<file path="config.mk">
export PLATFORM = sky130hd
export DESIGN_NAME = mvd_ctrl
export DESIGN_NICKNAME = d
export VERILOG_FILES = /design/src/sv/mvd_pkg.sv /design/src/sv/mvd_ctrl.sv
export SDC_FILE = /design/constraint.sdc
export NUM_CORES = 1
export LEC_CHECK = 0
export ABC_AREA = 1
export BUFFER_PORTS_ARGS = -buffer_cell sky130_fd_sc_hd__buf_4
export CAP_MARGIN = 5
export CORE_ASPECT_RATIO = 0.9
export CORE_UTILIZATION = 58
export DETAILED_ROUTE_END_ITERATION = 7
export GPL_TIMING_DRIVEN = 0
export PLACE_DENSITY = 0.82
export SLEW_MARGIN = 20
export SYNTH_ARGS = -nofsm -noshare
export SYNTH_HDL_FRONTEND = slang
export SYNTH_SLANG_ARGS = --single-unit
</file>
<file path="constraint.sdc">
create_clock -name clk -period 3.9 [get_ports clk]
set_input_delay 0.585 -clock clk [delete_from_list [all_inputs] [get_ports clk]]
set_output_delay 0.585 -clock clk [all_outputs]
set_load 0.03 [all_outputs]
</file>
<file path="src/sv/mvd_pkg.sv">
// Package: shared constants, types and helpers for the masked volume downsampler.
package mvd_pkg;

  localparam int MaxWidthDefault    = 512;
  localparam int MaxHeightDefault   = 512;
  localparam int FractionBitsDefault = 8;

  localparam int MaskW  = 8;
  localparam int DispW  = 24;
  localparam int SumW   = 27;
  localparam int CountW = 4;
  localparam int DimW   = 10;
  localparam int DepthW = 16;

  localparam int RegWidth  = 0;
  localparam int RegHeight = 1;
  localparam int RegDepth  = 2;
  localparam int AddrW     = 4;

  // Reciprocal of 2*c, c = 1..8, scaled by 2^RecipShift and rounded up;
  // the shift is wide enough that the floor of |sum|*recip is exact.
  localparam int RecipShift = 31;
  localparam int RecipW     = 31;

  typedef struct packed {
    logic start;     // first voxel of a block: clear accumulator entry
    logic emit;      // block completes on this voxel
    logic done;      // final voxel of the volume
  } mvd_cmd_t;

  typedef struct packed {
    logic busy;      // divide in flight or result not yet taken
  } mvd_stat_t;

  function automatic logic [RecipW-1:0] recip_of(input logic [CountW-1:0] c);
    logic [RecipW-1:0] r;
    case (c)
      4'd1: r = 31'd1073741824;  // 2^31/2
      4'd2: r = 31'd536870912;
      4'd3: r = 31'd357913942;
      4'd4: r = 31'd268435456;
      4'd5: r = 31'd214748365;
      4'd6: r = 31'd178956971;
      4'd7: r = 31'd153391690;
      4'd8: r = 31'd134217728;
      default: r = '0;
    endcase
    return r;
  endfunction

endpackage

</file>
<file path="src/sv/mvd_ctrl.sv">
// Controller: voxel position tracking, handshake sequencing, block commands.
module mvd_ctrl #(
  parameter int MAX_WIDTH  = mvd_pkg::MaxWidthDefault,
  parameter int MAX_HEIGHT = mvd_pkg::MaxHeightDefault,
  localparam int XW = $clog2(MAX_WIDTH),
  localparam int YW = $clog2(MAX_HEIGHT)
) (
  input  logic clk,
  input  logic rst,
  input  logic restart,
  input  logic [mvd_pkg::DimW-1:0]   volume_width,
  input  logic [mvd_pkg::DimW-1:0]   volume_height,
  input  logic [mvd_pkg::DepthW-1:0] volume_depth,
  input  logic in_valid,
  output logic in_ready,
  output logic accept,
  output mvd_pkg::mvd_cmd_t cmd,
  output logic [XW-1:0] col,
  output logic [YW-1:0] row,
  input  mvd_pkg::mvd_stat_t stat
);

  typedef enum logic [0:0] {IDLE, WAIT} state_t;
  state_t state;

  logic [XW-1:0] pos_x;
  logic [YW-1:0] pos_y;
  logic [mvd_pkg::DepthW-1:0] pos_z;
  logic [XW:0] w_eff;
  logic [YW:0] h_eff;
  logic [mvd_pkg::DepthW-1:0] d_eff;
  logic last_x, last_y, last_z;

  // width and height saturate to the maxima, zero means one in every dimension
  always_comb begin
    if (volume_width == '0) w_eff = (XW+1)'(1);
    else if (32'(volume_width) > MAX_WIDTH) w_eff = (XW+1)'(MAX_WIDTH);
    else w_eff = (XW+1)'(volume_width);
    if (volume_height == '0) h_eff = (YW+1)'(1);
    else if (32'(volume_height) > MAX_HEIGHT) h_eff = (YW+1)'(MAX_HEIGHT);
    else h_eff = (YW+1)'(volume_height);
    d_eff = (volume_depth == '0) ? mvd_pkg::DepthW'(1) : volume_depth;
  end

  assign last_x = ({1'b0, pos_x} == w_eff - (XW+1)'(1));
  assign last_y = ({1'b0, pos_y} == h_eff - (YW+1)'(1));
  assign last_z = (pos_z == d_eff - mvd_pkg::DepthW'(1));

  assign in_ready = (state == IDLE) && !stat.busy;
  assign accept   = in_valid && in_ready;
  assign col = pos_x;
  assign row = pos_y;
  assign cmd.start = !(pos_x[0] | pos_y[0] | pos_z[0]);
  assign cmd.emit  = (pos_x[0] || last_x) && (pos_y[0] || last_y) && (pos_z[0] || last_z);
  assign cmd.done  = last_x && last_y && last_z;

  always_ff @(posedge clk) begin
    if (rst || restart) begin
      pos_x <= '0;
      pos_y <= '0;
      pos_z <= '0;
      state <= IDLE;
    end else begin
      case (state)
        IDLE: begin
          if (accept) begin
            if (cmd.emit) state <= WAIT;
            if (last_x) begin
              pos_x <= '0;
              if (last_y) begin
                pos_y <= '0;
                pos_z <= last_z ? '0 : pos_z + 1'b1;
              end else begin
                pos_y <= pos_y + 1'b1;
              end
            end else begin
              pos_x <= pos_x + 1'b1;
            end
          end
        end
        WAIT: state <= IDLE;   // hold input during the plane write-back
        default: state <= IDLE;
      endcase
    end
  end

endmodule

</file>
# Yosys cells after proc, flatten, opt, wreduce, memory -nomap -nowiden
# Cells that the tools add are included.
# totals
ff_bits	35
wordCells	47
input_bits	41
out_inout_bits	23
# classes
n_eq_ne	3
add_sub_neg	6
mux	11
bitwise_logic	3
order_cmp	2
n_reduce_logical	18
# ops
cell	count
$mux 10	4
$mux 16	2
$eq 9x10->1	2
$gt 10x10->1 const B	2
$logic_not 10->1	2
$sub 10x1->10 const B	2
$add 9x1->9 const B	2
$mux 9	2
$add 16x1->16 const B	1
$eq 16x16->1	1
$logic_not 16->1	1
$sub 16x1->16 const B	1
$logic_and 1x1->1	6
$logic_or 1x1->1	4
$reduce_and 4->1	1
$reduce_and 3->1	1
$logic_not 1->1	2
$mux 1	2
$or 1x1->1	2
$pmux 1 s2	1
$reduce_and 2->1	1
$not 1->1	1

# Longest topological paths before layout
# Gate-level depths: netlist of run 1.
# logic_depth
word_depth	11
mapped_depth	21
ltp_nobuf	21

# Worst setup path after synthesis of run 1
# Ideal clock, no wire load.
# synth_timing
path_kind	input port to output port
start	input volume_depth[6] (netlist bit)
end	output cmd[1] (netlist bit)
path_stages	19
path_buffers	1
setup_slack_ns	0.462
required_ns	3.315
arrival_time_ns	2.853
path_cell_list	nor2_1 -> nand2_1 -> nor2_1 -> nand3_1 -> nand2_1 -> inv_1 -> ha_1 -> nand3_1 -> xor2_1 -> or2_2 -> nand2_1 -> nor2_1 -> nand3_1 -> nor2_1 -> nand3_2 -> buf_6 -> nand2_1 -> nand3_1 -> inv_1
# synth_rtl
element	line	source
start: declaration	mvd_ctrl.sv:13	input logic [mvd_pkg::DepthW-1:0] volume_depth,
end: declaration	mvd_ctrl.sv:17	output mvd_pkg::mvd_cmd_t cmd,

==> results of run 1 <==
[worst max-delay path by stage]
| stage | to | slack, ps |
|---|---|---|
| floorplan | cmd[1] | 460 |
| global placement | cmd[1] | -90 |
| detailed placement | cmd[1] | -90 |
| CTS | cmd[1] | 90 |
| global route | cmd[1] | -70 |
| finish | cmd[1] | 210 |
[worst reg2reg max path: cells and delay by family, from the launching register on]
family                 cells  cell delay [ps]
and+or+nand+nor           11             1170
buffers and inverters      2              330
AOI/OAI and AO/OA          1               60
DFF                        1              530
[timing repair]
| action | in CTS | in global routing |
|---|---|---|
| gates resized for setup | 7 | 10 |
| hold buffers | 0 | 0 |
| endpoints found under the setup margin | 2 | 2 |
| pin swaps | 2 | 3 |
| setup buffers | 1 | 5 |
[power by group through the flow]
stage	Combinational (W)	Clock (W)	Sequential, W
after floorplan	0.000127	0	0.000367
after global placement	0.000194	0	0.000367
after detailed placement	0.000200	0	0.000367
after CTS	0.000203	0.000341	0.000358
after global routing	0.000237	0.000359	0.000358
final	0.000211	0.000338	0.000358
[cell usage in the layout, fill, tap and decap left out, types with 7 or more instances in the layout]
cell / n
buf_6: 7
xnor2_1: 13
a21oi_1: 27
nor3_1: 17
nand2_1: 189
nor2_2: 7
nand3_1: 59
xor2_1: 39
dfxtp_1: 35
o21ai_0: 10
nand4_1: 13
inv_1: 96
buf_4: 69
nor2_1: 67
nor4_1: 7
[through the flow]
step / std cells / setup TNS (ps) / hold slack [ps] / total power, W
global route: 801 / -67.0 / 488 / 0.000953
finish: 801 / 0 / 469 / 0.000908
CTS: 796 / 0 / 465 / 0.000902
detailed placement: 787 / -94.8 / 456 / 0.000566
global placement: 787 / -85.9 / 454 / 0.000561
floorplan: 637 / 0 / 443 / 0.000495
[flip-flops by register name, indices dropped and copies added (netlist names)]
signal,cells
pos_z,16
row,9
col,9
state,1
[kinds of logic (layout without fill, tap and decap cells)]
group,after synthesis,in the layout,synth area share
adders and majority gates,6,6,0.0201
and+or+nand+nor,385,385,0.457
DFF,35,35,0.187
xor gates and xnor gates,57,57,0.141
AOI/OAI and AO/OA,45,45,0.0715
buffers and inverters,109,186,0.123
[routing by layer]
layer | vias up | global-route usage
li1 | 2162 | -
met1 | 1930 | 0.414
met2 | 152 | 0.499
met3 | 10 | 0.0431
met4 | 0 | 0.0583
met5 | - | 0
[layout make-up]
type / count / area [um2]
inverters: 100 / 375
fillers: 542 / 1610
flip-flops and latches: 35 / 701
well taps: 87 / 109
clock buffers: 6 / 82.6
repair buffers: 69 / 518
clock inverters: 2 / 35.0
plain buffers: 9 / 86.3
multi-input cells: 493 / 2670
==> summary.md, run 1 <==
| Metric | Value |
|---|---|
| Status | complete, no violations |
| Antenna Nets Post-Route | 0 |
| EDFF count, synth | 0 |
| Hold Path Class | flop to flop |
| Max Used Layer | met4 |
| Register area share after synthesis | 0.187 |
| Leak | 2.22 nW |
| Worst Path Buf+Inv | 5 |
| Routability congestion estimate | 0.959 |
| Initial antenna violation count | 0 |
| First-pass GRT wire length | 16500 um |
| Pre-CTS WS | -94.8 ps |
| Critical Path AT | 3110 ps |
| Clock sink count | 35 |
| Drt pass-1 iters | 5 |
| # diodes | 0 |
| Synth top area share | 0.191 |
| Clk buf depth | 2 |
| Setup-failing EPs final | 0 |
| Final Hold Viols | 0 |
| Post-synth top flop | dfxtp_1 |
| DRT met1 WL | 4540 um |
| Worst setup margin | 210 ps |
| Mapped Area | 3740 um2 |
| Sw Share | 0.283 |
| DRC viols | 0 |
| CP max-delay cell | ha_1 |
| Tot GR Track Use | 0.300 |
| Clk pin slew, worst setup/hold paths | 70 ps |
| CTS H-tree depth | 2 |
| Num ports | 64 |
| Detailed Route WL | 9940 um |
| Die W | 86.7 um |
| Die height | 78.2 um |
| Cell Chain, Critical Path | buf_4, nor2_2, nand2_1, nor2_2, nand3_2, nand2_1, inv_1, ha_1, nand3_2, xor2_2, or2_2, nand2_1, nor2_1, nand3_1, nor2_2, nand3_2, buf_6, nand2_1, nand3_1, inv_1, buf_4 |
| Critical Path Fanout Max | 10 |
| Clk Latency, worst-skew pair | 290 ps |
| Critical path startpoint category | input port |
| Most common cell in the netlist | nand2_1 |
| Combinational Power Share | 0.233 |
| Worst-Margin Slew | 507 ps |
| NetSw | 0.000257 W |
| Sequential share of power | 0.395 |
| Top cell by count, worst path | nand2_1 |
| Mapped Nets | 684 |
| Clock skew | 6.94 ps |
| Ys Warns | 0 |
| Port-buffer cells | 63 |
| Yosys cell types | 36 |
| CTS root buffer | clkbuf_8 |
| Top cells by area, synth | nand2_1 19%, dfxtp_1 19%, xor2_1 9.8% |
| Synthesized flop and latch total | 35 |
| FMAX | 0.271 GHz |
| Pint | 0.000651 W |
| Vias in the first global route | 3737 |
| VDD IR max | 211 uV |
| Commonest cells in the netlist | 190 x nand2_1, 96 x inv_1, 71 x nor2_1, 62 x nand3_1, 42 x xor2_1 |
| Routed len/inst | 12.4 um |
| Initial Utilization | 0.606 |
| Slew headroom | 0.658 |
| Setup CP Type | input port to output port |
| Share of cells above drive strength 1 | 0.164 |
| Gr ovfl total | 0 |
| Post-Syn Instances | 637 |
| 1st-iter DRT viols | 249 |
| Reg2reg setup slack | 1700 ps |
| Placeable Area | 6180 um2 |
| Met2 wire length | 4640 um |
| Clock power frac | 0.373 |
| CTS Buf Count | 5 |
| PwrDens | 199 nW/um2 |
| Dpl hpwl | 7670 um |
| Reg-to-reg critical path startpoint | row[0] |
| Largest net degree at the start of global routing | 12 |
| Tcrit/Tclk final | 0.946 |
| Syn_area_per_cell | 5.88 um2 |
| Worst Hold Path Cells | 2 |
| Hold Path Origin | pos_z[6] |
| Finished layout cell area | 4570 um2 |
| Area leader, netlist | nand2_1 |
| Row count | 27 |
| Ys async rst share | 0 |
| CP Capture Type | output port |
| Max Transition Viols Final | 0 |
| Reg2reg path depth | 14 |
| WP data required | 3310 ps |
| Routed via count | 4254 |
| Layout area overhead | 22.2% |
| Crit path depth | 21 |
| Met3 wire len | 700 um |
| Critical path origin | volume_depth[10] |
| Nets | 760 |
| CTS tree | yes |
| Die Area | 6780 um2 |
| CP peak stage delay | 230 ps |
| DR vias/cell | 5.31 |
| Post-place instance area | 4330 um2 |
| Max-Cap Viols | 0 |
| Crit path max-delay family | simple AND/OR/NAND/NOR gates |
| Reg-to-Reg End | pos_z[12] |
| Hold EP | pos_z[6] |
| Finished Core Util | 0.740 |
| Period minus WS final | 3690 ps |
(Power assumes the default switching activity.)
==> inputs of run 2 (changes only) <==
Settings changed: CORE_UTILIZATION 58 to 45, PLACE_DENSITY 0.82 to 0.66.
==> summary.md, run 2 (synthesized netlist as in run 1, its figures left out) <==
| Metric | Value |
|---|---|
| Setup-failing EPs final | 0 (unchanged) |
| Worst setup margin | 240 ps (was 210 ps) |
| Share of cells above drive strength 1 | 0.161 (was 0.164) |
| Drt pass-1 iters | 8 (was 5) |
| Clk pin slew, worst setup/hold paths | 80 ps (was 70 ps) |
| Routed via count | 4100 (was 4254) |
| Hold Path Origin | pos_z[6] (unchanged) |
| CP Capture Type | output port (unchanged) |
| FMAX | 0.273 GHz (was 0.271 GHz) |
| TNS Setup | 0 ps (unchanged) |
| Largest net degree at the start of global routing | 14 (was 12) |
| Final Hold Viols | 0 (unchanged) |
| Port-buffer cells | 63 (unchanged) |
| Critical Path Fanout Max | 10 (unchanged) |
| Max FFs per register | 16 (unchanged) |
| Antenna Nets Post-Route | 0 (unchanged) |
| Clock sink count | 35 (unchanged) |
| Initial Utilization | 0.464 (was 0.606) |
| # diodes | 0 (unchanged) |
| Initial antenna violation count | 0 (unchanged) |
| Row count | 31 (was 27) |
| Layout area overhead | 22.4% (was 22.2%) |
| CTS H-tree depth | 2 (unchanged) |
| WP data required | 3310 ps (about the same) |
| Routability congestion estimate | 0.901 (was 0.959) |
| Clk Latency, worst-skew pair | 290 ps (about the same) |
| Die height | 88.5 um (was 78.2 um) |
| Leak | 2.22 nW (about the same) |
| Tot GR Track Use | 0.233 (was 0.300) |
| Period minus WS final | 3660 ps (was 3690 ps) |
| VDD IR max | 139 uV (was 211 uV) |
| First-pass GRT wire length | 16600 um (was 16500 um) |
| Max-Cap Viols | 0 (unchanged) |
| Dpl cells | 799 (was 787) |
| Nets | 760 (unchanged) |
| PwrDens | 198 nW/um2 (was 199 nW/um2) |
| Num ports | 64 (unchanged) |
| Biggest register | pos_z (unchanged) |
| Worst-Margin Slew | 526 ps (was 507 ps) |
| Routed len/inst | 12.2 um (was 12.4 um) |
| Critical path origin | volume_depth[13] (was volume_depth[10]) |
| CTS tree | yes (unchanged) |
| Clk buf depth | 2 (unchanged) |
| Total power | 0.000905 W (was 0.000908 W) |
| Die Area | 8690 um2 (was 6780 um2) |
| Commonest cells after routing, fill and taps aside | 190 x nand2_1, 96 x inv_1, 69 x nor2_1, 69 x buf_4, 59 x nand3_1 (was 189 x nand2_1, 96 x inv_1, 69 x buf_4) |
| Tcrit/Tclk final | 0.938 (was 0.946) |
| Status | complete, but fails checks (was complete, no violations) |
| Hold Path Class | flop to flop (unchanged) |
| Slew headroom | 0.648 (was 0.658) |
| Dpl hpwl | 7910 um (was 7670 um) |
| Detailed Route WL | 9910 um (was 9940 um) |
| Clock skew | 12.2 ps (was 6.94 ps) |
| Placeable Area | 8070 um2 (was 6180 um2) |
| Setup CP Type | input port to output port (unchanged) |
| RSZ-0062 raised after global routing | true |
| Reg-to-reg critical path startpoint | row[0] (unchanged) |
| Critical Path AT | 3080 ps (was 3110 ps) |
| 1st-iter DRT viols | 193 (was 249) |
| Max Transition Viols Final | 0 (unchanged) |
| CTS root buffer | clkbuf_8 (unchanged) |
| Finished Layout Cells | 813 (was 801) |
| Pre-CTS WS | -131 ps (was -94.8 ps) |
| Failing checks | design-rule violations |
| DR vias/cell | 5.04 (was 5.31) |
| DRC viols | 2 (was 0) |
| Die W | 98.1 um (was 86.7 um) |
| Finished Core Util | 0.568 (was 0.740) |
| CTS Buf Count | 5 (unchanged) |
| Commonest non-fill, non-tap cell in the layout | nand2_1 (unchanged) |
| Critical path startpoint category | input port (unchanged) |
| Vias in the first global route | 3695 (was 3737) |
| Gr ovfl total | 0 (unchanged) |
==> run 2: changes by cell type in the layout (fill, tap and decap cells not counted), sizes merged <==
cell    before  now
clkbuf       8    7
inv         98   99
==> run 2: area by class of cell <==
| type | count | area (um2) |
|---|---|---|
| fillers | 841 | 3490 |
| multi-input cells | 493 | 2660 |
| flip-flops and latches | 35 | 701 |
| repair buffers | 69 | 518 |
| inverters | 100 | 375 |
| well taps | 99 | 124 |
| plain buffers | 9 | 86.3 |
| clock buffers | 5 | 68.8 |
| clock inverters | 3 | 47.5 |
==> run 2: power by group <==
| part | switching (W) | internal, W | leakage (nW) | total, W |
|---|---|---|---|---|
| Sequential | 0.000000778 | 0.000357 | 0.282 | 0.000358 |
| Combinational | 0.000121 | 0.0000851 | 1.88 | 0.000207 |
| Clock | 0.000146 | 0.000194 | 0.0587 | 0.000340 |
==> run 2: critical path: stages <==
cell,delay (ps)
buf_4,110
inv_1,40
nand2_1,110
nor3_2,60
nand3_2,110
nand2_1,80
inv_1,60
ha_2,210
nand3_4,110
nor2_4,200
nand3_4,120
nor3_4,190
xor2_1,150
nand3_1,80
nor2_1,120
nand3_2,120
buf_6,160
nand2_1,80
nand3_1,120
inv_1,70
buf_4,150
==> run 2: final timing paths <==
path,to,slack [ps],cells past startpoint
worst min register to register,pos_z[6],460,2
worst max register to register,pos_z[1],1740,14
worst min-delay path,pos_z[6],460,2
worst max-delay path,cmd[1],240,21
==> run 2: routing by layer <==
metal	GRT usage	vias up	share of wire
met2	0.404	89	0.46
met3	0.0300	4	0.039
li1	-	2161	-
met1	0.318	1846	0.49
met4	0.0407	0	0.0040
met5	0	-	0
==> run 2: timing repair <==
item / 4_1_cts / 5_1_grt
cloned: 0 / 0
resized for setup: 3 / 12
setup endpoints to repair: 1 / 2
hold buffers: 0 / 0
pin swaps: 1 / 4
buffers inserted: 1 / 5
==> run 2: metrics by stage <==
stage / instance area (um2) / hold slack (ps)
floorplan: 3740 / 443
global placement: 4340 / 454
detailed placement: 4340 / 455
CTS: 4480 / 468
global route: 4580 / 499
finish: 4580 / 464
